**config.mk**
```make
export PLATFORM = sky130hd
export DESIGN_NAME = pump_level_guard_controller
export DESIGN_NICKNAME = d
export VERILOG_FILES = /design/src/sv/plgc_pkg.sv /design/src/sv/plgc_cfg_regs.sv /design/src/sv/plgc_core.sv /design/src/sv/pump_level_guard_controller.sv
export SDC_FILE = /design/constraint.sdc
export NUM_CORES = 1
export LEC_CHECK = 0
export ABC_AREA = 1
export BUFFER_PORTS_ARGS = -buffer_cell sky130_fd_sc_hd__clkbuf_2
export CAP_MARGIN = 20
export CORE_MARGIN = 1.5
export CORE_UTILIZATION = 25
export CTS_CLUSTER_SIZE = 24
export DETAILED_ROUTE_END_ITERATION = 10
export PLACE_DENSITY = 0.36
export SYNTH_ARGS = -nofsm -noshare
export SYNTH_HDL_FRONTEND = slang
export SYNTH_SLANG_ARGS = --single-unit
```
**constraint.sdc**
```tcl
create_clock -name clk -period 10.2 [get_ports clk]
set_input_delay 2.04 -clock clk [delete_from_list [all_inputs] [get_ports clk]]
set_output_delay 2.04 -clock clk [all_outputs]
set_load 0.005 [all_outputs]
```
**src/sv/plgc_pkg.sv**
```systemverilog
// Package: shared types, alert codes, register indexes and reset constants of the pump guard.
`timescale 1ns / 1ps
package plgc_pkg;

  localparam logic [31:0] RUN_LIMIT_DEFAULT_MS = 32'd600000;
  localparam logic [31:0] REST_MIN_DEFAULT_MS  = 32'd60000;

  localparam int CFG_IDX_W = 2;

  typedef enum logic [CFG_IDX_W-1:0] {
    REG_PUMP_TIMEOUT  = 2'd0,
    REG_PUMP_MIN_OFF  = 2'd1,
    REG_RELAY_ACT_LOW = 2'd2
  } reg_idx_t;

  typedef enum logic [1:0] {
    ALERT_NONE    = 2'd0,
    ALERT_DRY     = 2'd1,
    ALERT_TIMEOUT = 2'd2,
    ALERT_SENSOR  = 2'd3
  } alert_t;

  typedef struct packed {
    logic        main_high;
    logic        main_low;
    logic        aux_high;
    logic        aux_mid;
    logic        aux_low;
    logic [31:0] now_ms;
  } in_item_t;

  typedef struct packed {
    logic       pump_running;
    logic       relay_level;
    logic [1:0] alert_code;
    logic       timeout_latched;
    logic       report_now;
  } out_item_t;

  typedef struct packed {
    logic [31:0] run_limit_ms;
    logic [31:0] rest_min_ms;
    logic        relay_active_low;
  } cfg_t;

endpackage

```
**src/sv/plgc_cfg_regs.sv**
```systemverilog
// Configuration register file: timeout, minimum off time and relay polarity.
`timescale 1ns / 1ps
module plgc_cfg_regs (
  input  logic                               clk,
  input  logic                               rst,
  input  logic                               cfg_valid,
  output logic                               cfg_ready,
  input  logic [plgc_pkg::CFG_IDX_W-1:0]     cfg_index,
  input  logic [31:0]                        cfg_data,
  output plgc_pkg::cfg_t                     cfg
);

  assign cfg_ready = 1'b1;

  always_ff @(posedge clk) begin
    if (rst) begin
      cfg.run_limit_ms     <= plgc_pkg::RUN_LIMIT_DEFAULT_MS;
      cfg.rest_min_ms      <= plgc_pkg::REST_MIN_DEFAULT_MS;
      cfg.relay_active_low <= 1'b0;
    end else if (cfg_valid) begin
      unique case (cfg_index)
        plgc_pkg::REG_PUMP_TIMEOUT:  cfg.run_limit_ms     <= cfg_data;
        plgc_pkg::REG_PUMP_MIN_OFF:  cfg.rest_min_ms      <= cfg_data;
        plgc_pkg::REG_RELAY_ACT_LOW: cfg.relay_active_low <= cfg_data[0];
        default: ;
      endcase
    end
  end

endmodule

```
**src/sv/plgc_core.sv**
```systemverilog
// Decision core: pump and alert state registers and the per-item guard rules.
`timescale 1ns / 1ps
module plgc_core (
  input  logic                clk,
  input  logic                rst,
  input  logic                advance,
  input  plgc_pkg::in_item_t  item,
  input  plgc_pkg::cfg_t      cfg,
  output plgc_pkg::out_item_t result
);

  logic                 pump_on, pump_on_next;
  plgc_pkg::alert_t     active_alert, active_alert_next;
  logic                 timeout_lock, timeout_lock_next;
  logic [31:0]          start_time, start_time_next;
  logic [31:0]          stop_time, stop_time_next;
  logic                 has_stopped, has_stopped_next;

  logic                 bad;
  logic [31:0]          run_ms;
  logic [31:0]          rest_ms;
  logic                 timed_out;
  logic                 rested;
  logic                 stop_req;
  plgc_pkg::alert_t     alert_mid;

  assign bad = (item.main_high && !item.main_low) || (item.aux_high && !item.aux_mid) ||
               (item.aux_mid && !item.aux_low);
  assign run_ms    = item.now_ms - start_time;
  assign rest_ms   = item.now_ms - stop_time;
  assign timed_out = run_ms > cfg.run_limit_ms;
  assign rested    = !has_stopped || (rest_ms > cfg.rest_min_ms);

  always_comb begin
    pump_on_next      = pump_on;
    active_alert_next = active_alert;
    timeout_lock_next = timeout_lock;
    start_time_next   = start_time;
    stop_time_next    = stop_time;
    has_stopped_next  = has_stopped;
    stop_req          = 1'b0;
    alert_mid         = active_alert;

    if (bad) begin
      stop_req          = pump_on;
      active_alert_next = plgc_pkg::ALERT_SENSOR;
    end else begin
      // a coherent reading clears a sensor fault before the other rules
      if (active_alert == plgc_pkg::ALERT_SENSOR) alert_mid = plgc_pkg::ALERT_NONE;
      active_alert_next = alert_mid;
      if (!item.aux_low) begin
        if (pump_on) begin
          stop_req          = 1'b1;
          active_alert_next = plgc_pkg::ALERT_DRY;
        end
      end else begin
        if (alert_mid == plgc_pkg::ALERT_DRY) active_alert_next = plgc_pkg::ALERT_NONE;
        if (pump_on) begin
          if (item.main_high) begin
            stop_req = 1'b1;
          end else if (timed_out) begin
            stop_req          = 1'b1;
            timeout_lock_next = 1'b1;
            active_alert_next = plgc_pkg::ALERT_TIMEOUT;
          end
        end else if (timeout_lock) begin
          if (item.main_high) begin
            timeout_lock_next = 1'b0;
            active_alert_next = plgc_pkg::ALERT_NONE;
          end
        end else if (!item.main_low && rested) begin
          pump_on_next    = 1'b1;
          start_time_next = item.now_ms;
        end
      end
    end

    if (stop_req) begin
      pump_on_next     = 1'b0;
      stop_time_next   = item.now_ms;
      has_stopped_next = 1'b1;
    end
  end

  always_ff @(posedge clk) begin
    if (rst) begin
      pump_on      <= 1'b0;
      active_alert <= plgc_pkg::ALERT_NONE;
      timeout_lock <= 1'b0;
      start_time   <= '0;
      stop_time    <= '0;
      has_stopped  <= 1'b0;
    end else if (advance) begin
      pump_on      <= pump_on_next;
      active_alert <= active_alert_next;
      timeout_lock <= timeout_lock_next;
      start_time   <= start_time_next;
      stop_time    <= stop_time_next;
      has_stopped  <= has_stopped_next;
    end
  end

  // an alert or pump change is reported; the final value differs iff any step changed it
  assign result.pump_running    = pump_on_next;
  assign result.relay_level     = pump_on_next ^ cfg.relay_active_low;
  assign result.alert_code      = active_alert_next;
  assign result.timeout_latched = timeout_lock_next;
  assign result.report_now      = (pump_on_next != pump_on) ||
                                  (active_alert_next != active_alert);

endmodule

```
**src/sv/pump_level_guard_controller.sv**
```systemverilog
// Top level: input register, decision core, result register and configuration port.
// Path: an item passes from the input register through the combinational core into the
//   result register, and is held while out_valid is high and out_ready is low.
// Throughput: one item per clock while out_ready is high; the state loop closes through the core's registers.
// Reset (rst, synchronous): pump off, no alert, no timeout latch, never stopped,
//   registers at their default values, both pipeline stages empty.
`timescale 1ns / 1ps
module pump_level_guard_controller (
  input  logic                            clk,
  input  logic                            rst,
  input  logic                            in_valid,
  output logic                            in_ready,
  input  plgc_pkg::in_item_t              in_data,
  output logic                            out_valid,
  input  logic                            out_ready,
  output plgc_pkg::out_item_t             out_data,
  input  logic                            cfg_valid,
  output logic                            cfg_ready,
  input  logic [plgc_pkg::CFG_IDX_W-1:0]  cfg_index,
  input  logic [31:0]                     cfg_data
);

  plgc_pkg::cfg_t      cfg;
  plgc_pkg::in_item_t  in_q;
  logic                in_q_valid;
  plgc_pkg::out_item_t result;
  logic                advance;

  plgc_cfg_regs u_cfg (
    .clk       (clk),
    .rst       (rst),
    .cfg_valid (cfg_valid),
    .cfg_ready (cfg_ready),
    .cfg_index (cfg_index),
    .cfg_data  (cfg_data),
    .cfg       (cfg)
  );

  // move the held item through the core when the result register can take it
  assign advance  = in_q_valid && (!out_valid || out_ready);
  assign in_ready = !in_q_valid || advance;

  always_ff @(posedge clk) begin
    if (rst) begin
      in_q_valid <= 1'b0;
    end else if (in_ready) begin
      in_q_valid <= in_valid;
    end
  end

  always_ff @(posedge clk) begin
    if (in_valid && in_ready) begin
      in_q <= in_data;
    end
  end

  plgc_core u_core (
    .clk     (clk),
    .rst     (rst),
    .advance (advance),
    .item    (in_q),
    .cfg     (cfg),
    .result  (result)
  );

  always_ff @(posedge clk) begin
    if (rst) begin
      out_valid <= 1'b0;
    end else if (advance) begin
      out_valid <= 1'b1;
    end else if (out_ready) begin
      out_valid <= 1'b0;
    end
  end

  always_ff @(posedge clk) begin
    if (advance) begin
      out_data <= result;
    end
  end

  a_relay_polarity: assert property (@(posedge clk) disable iff (rst)
    out_valid |-> (out_data.relay_level == (out_data.pump_running ^ cfg.relay_active_low)))
    else $error("relay level does not follow pump state and polarity");

  a_timeout_latched: assert property (@(posedge clk) disable iff (rst)
    (out_valid && (out_data.alert_code == plgc_pkg::ALERT_TIMEOUT)) |->
      (out_data.timeout_latched && !out_data.pump_running))
    else $error("timeout alert without latch or with pump running");

  a_advance_fills: assert property (@(posedge clk) disable iff (rst)
    advance |=> out_valid)
    else $error("result register empty after a transfer through the core");

endmodule
```
======== Word level (Yosys, flattened, before mapping) ========
Cells that the tools add are included.
word-level totals
  input bits .............................. 76
  output and inout bits ................... 9
  register bits ........................... 179
operators by class
  bitwise operators ....................... 4
  equal/unequal tests ..................... 6
  add/subtract/negate cells ............... 2
  multiplexer cells ....................... 32
  order comparisons ....................... 2
  reductions and logical operators ........ 25
operators with widths
  operator                                                               number
  32-bit greater-than comparator                                         2
  32-bit subtractor                                                      2
  2-bit 2-to-1 mux                                                       11
  1-bit 2-to-1 mux                                                       21
  2-bit AND reduction                                                    4
  1-bit logical AND                                                      6
  1-bit zero test                                                        6
  1-bit logical OR                                                       6
  6-bit AND reduction                                                    1
  2-bit by 1-bit equality test with 1-bit output, second input constant  2
  2-bit equality test, second input constant                             2
  1-bit inverter                                                         3
  2-bit zero test                                                        1
  2-bit inequality test                                                  1
  2-bit nonzero test                                                     1
  1-bit inequality test                                                  1
  1-bit XOR                                                              1

======== Logic depth before layout (Yosys ltp) ========
  depth after elaboration ................. 14
  depth in mapped cells ................... 32
  gate-level depth less buffers ........... 32

======== Hierarchy ========
From an unflattened synthesis, not the netlist that was laid out.
unflattened totals
  cells, all modules ...................... 1737
  area total of the unflattened synthesis .. 12106.6 µm²
modules (own cells, without submodules)
  module                       area each (µm²)  sequential area each (µm²)  cells each  times used
  plgc_core                    8003.9           1381.3                      1285        1
  plgc_cfg_regs                2720.1           1301.2                      397         1
  pump_level_guard_controller  1382.6           1331.3                      55          1

======== Worst setup path after synthesis ========
Ideal clock, no wire load.
  path type ............................... input to output
  start point ............................. in out_ready
  end point ............................... out in_ready
  buffers on the path ..................... 0
  arrival ................................. 2.189 ns
  slack ................................... 5.971 ns
  required time ........................... 8.160 ns
  stages .................................. 2
  path through ............................ inv_1 > nand3_1
on the way
  word-level cells in the longest chain between the ends .. 3
RTL lines
  item               RTL line                           RTL
  start, declared    pump_level_guard_controller.sv:15  input logic out_ready,
  1-bit logical OR   pump_level_guard_controller.sv:40  assign advance = in_q_valid && (!out_valid || out_ready);
  1-bit logical AND  pump_level_guard_controller.sv:40
  1-bit logical OR   pump_level_guard_controller.sv:41  assign in_ready = !in_q_valid || advance;
  end, declared      pump_level_guard_controller.sv:12  output logic in_ready,
Every way passes these cells.

======== Worst setup path after layout ========
  start point ............................. reg in_q[2] (netlist bit)
  end point ............................... reg u_core.start_time[0]
on the way
  word-level cells in the longest chain between the ends .. 5
RTL lines
  item                            RTL line                           RTL
  start, declared                 pump_level_guard_controller.sv:24  plgc_pkg::in_item_t in_q;
  start signal, assigned          pump_level_guard_controller.sv:53  in_q <= in_data;
  32-bit subtractor               plgc_core.sv:30                    assign rest_ms = item.now_ms - stop_time;
  32-bit greater-than comparator  plgc_core.sv:32                    assign rested = !has_stopped || (rest_ms > cfg.rest_min_ms);
  1-bit logical OR                plgc_core.sv:32
  1-bit logical AND               plgc_core.sv:71                    end else if (!item.main_low && rested) begin
  6-bit AND reduction (no line)   n/a
  end signal, assigned            plgc_core.sv:97                    start_time <= start_time_next;
  end, declared                   plgc_core.sv:15                    logic [31:0] start_time, start_time_next;
Every way passes these cells.
A chain may end at the register's enable or synchronous reset.

==> reports/results.txt <==
Area share of the largest cell type after synthesis = 23.76%
Syn Nets = 1,790
Worst path top cell family by delay = simple AND/OR/NAND/NOR gates
Post-synth top cells = nand2_1, inv_1, nor2_1
TNS Setup = 0 ns
Leakage Power = 6.073 nW
Largest net degree at the start of global routing = 66
Syn avg cell area = 7.226 µm²
Drt drc = 0
Top post-synthesis cells by area = dfxtp_1, ha_1, nand2_1
FFs w/ async S/R, synth = 0%
Final WL = 35.88 mm
Final hold violation count = 0
PD cells = 138.9 nW/µm²
Setup bufs post-CTS = 0
Root Buffer = clkbuf_16
F_max = 0.1944 GHz
Buf+Inv Stages, Crit Path = 0
Via density = 4.412
DRT antenna net count = 0
Post-CTS sizing = 0
CTS max path bufs = 2
Top Ports = 85
Htree depth = 4
Worst-Skew Late Latency = 0.49 ns
Nets = 1,860
Vias in the first global route = 9,791
Antenna cell count = 0
HP Class = register to register
Via count of the routed design = 10,010
Critical Path Fanout Max = 64
Crit-path max cell delay = 0.73 ns
Data arrival, critical path = 5.52 ns
Top-count cell post-synth = nand2_1
Synth Cell Area = 11,460 µm²
First-pass GRT wire length = 55.86 mm
Post-synth EDFFs = 43
Post-synthesis sequential area ratio = 35.03%
Tmin final = 5.145 ns
Initial antenna violation count = 0
Synthesis-stage register bit count = 179
Status = complete, no violations
Max Slew Vio Count = 0
Placer Congestion = 0.8574
Clock transition at path regs = 0.07 ns
Largest area contributor in the netlist = dfxtp_1
PortBufs = 83
Crit Path Class = register to register
Std cell rows = 78
Critical path cell sequence = ha_1 > nand3_1 > nand2_1 > nand2_1 > a21oi_2 > a21oi_1 > o21ai_0 > a21oi_1 > nand2_1 > nand2_1 > ha_1 > nand2_1 > nor2_1 > nand2_1 > nor2_1 > nand2_1 > nand2_1 > nand2_1 > nand2_1 > nand4_4 > nor2_1 > nor2_1
Initial Utilization = 25.31%
Final Skew = 0.01606 ns
Crit path top cell by count = nand2_1
Synth warn = 0
RSZ-0062 raised after global routing = false
Number of max-cap violations = 0
Ys flop type = dfxtp_1
Clock sink total = 179
Core area = 45,280 µm²
Total Routing Usage GR = 15.91%
Data required, critical path = 10.57 ns
Total CTS buffers = 17
Max VDD drop = 0.1194 mV
Post-Synthesis Cells = 1,586
Area grow syn2layout = 13.87%
Slowest cell on crit path = nand4_4
Crit share post-route = 50.44%
Initial DRC Count = 524
Full die area = 47,130 µm²
Count of final setup violators = 0
Pre-antenna DRT Iters = 5
Die Y-Extent = 217.1 µm
Crit end category = register
WL per Instance = 15.81 µm
Setup crit start kind = register
Hold Buf Count CTS = 0
Detail Placement HPWL = 29.01 mm
Share of cells above drive strength 1 = 8.149%
Worst-Margin Slew = 0.9624 ns
Final worst slack = 5.055 ns
Slew headroom = 35.71%
Overall die width = 217.1 µm
Setup WS pre-CTS = 4.802 ns
TritonCTS clock tree = built
Final global-route overflow total = 0
Number of distinct library cells after synthesis = 41
logic make-up after synthesis:
| logic type | count (synthesis) | synth area share [%] |
|---|---|---|
| compound gates | 307 | 14.63 |
| other cells | 1 | 0.03272 |
| flops | 179 | 35.03 |
| xor+xnor | 58 | 4.433 |
| simple gates | 649 | 22.74 |
| fa+ha+maj | 128 | 14.11 |
| buf+inv | 264 | 9.029 |
flip-flops by register name, indices dropped and copies added, names as in the netlist:
| name | flops |
|---|---|
| u_cfg.cfg | 65 |
| in_q | 37 |
| u_core.active_alert | 2 |
| u_core.start_time | 32 |
| u_core.stop_time | 32 |
| u_core.timeout_lock | 1 |
| u_core.pump_on | 1 |
| out_valid | 1 |
| out_data | 6 |
| in_q_valid | 1 |
| u_core.has_stopped | 1 |
area by class of cell:
class,instances,area [µm²]
clock buffers,18,429.2
clock inverters,14,126.4
fillers,5053,32230
inverters,224,842.1
multi-input cells,1143,6411
flip-flops and latches,179,4014
well taps,600,750.7
repair buffers,91,475.5
worst min-delay path: stages (launching register included):
cell     delay (ns)
dfxtp_1        0.32
inv_1          0.05
a21oi_1        0.05
through the flow:
step	instance area, µm²	util [%]	total power, mW	cells	hold WS (ns)
2_1_floorplan	11460	-	1.046	1586	0.4301
3_3_place_gp	12490	27.59	1.178	2237	0.4402
3_5_place_dp	12490	27.59	1.180	2237	0.4455
4_1_cts	13050	28.82	1.851	2269	0.4576
5_1_grt	13050	28.82	1.928	2269	0.4851
6_report	13050	28.82	1.812	2269	0.4535
routing by layer:
layer  share of wire (%)  vias up  track usage [%]
met4                 1.5        0            4.722
met3                 3.1       28            3.229
li1                    -     5274                -
met5                   0        -                0
met1                  54     4564            23.14
met2                  41      145            23.43
cell usage in the layout (no fill, tap or decap), types with 15 or more instances in the layout:
cell type,n
o211ai_1,15
nor2_1,217
a21oi_1,149
clkbuf_16,17
xor2_1,40
nand2_1,356
clkbuf_2,83
edfxtp_1,43
xnor2_1,18
dfxtp_1,136
inv_1,222
nand4_1,17
nand3_1,37
o21ai_0,96
ha_1,126
worst paths after layout:
kind	startpoint	endpoint	slack, ns	depth (start not counted)
hold / removal	u_core.has_stopped	u_core.has_stopped	0.45	2
setup / recovery	in_q[2]	u_core.start_time[0]	5.06	22
hold reg to reg	u_core.has_stopped	u_core.has_stopped	0.45	2
setup reg to reg	in_q[2]	u_core.start_time[0]	5.06	22
power breakdown:
group          switching [mW]  total (mW)  internal (mW)
registers              0.0175       0.773          0.756
clock network           0.314       0.652          0.338
logic                   0.247       0.386          0.140
total                   0.579        1.81           1.23
Power figures use the tool's default switching activity.
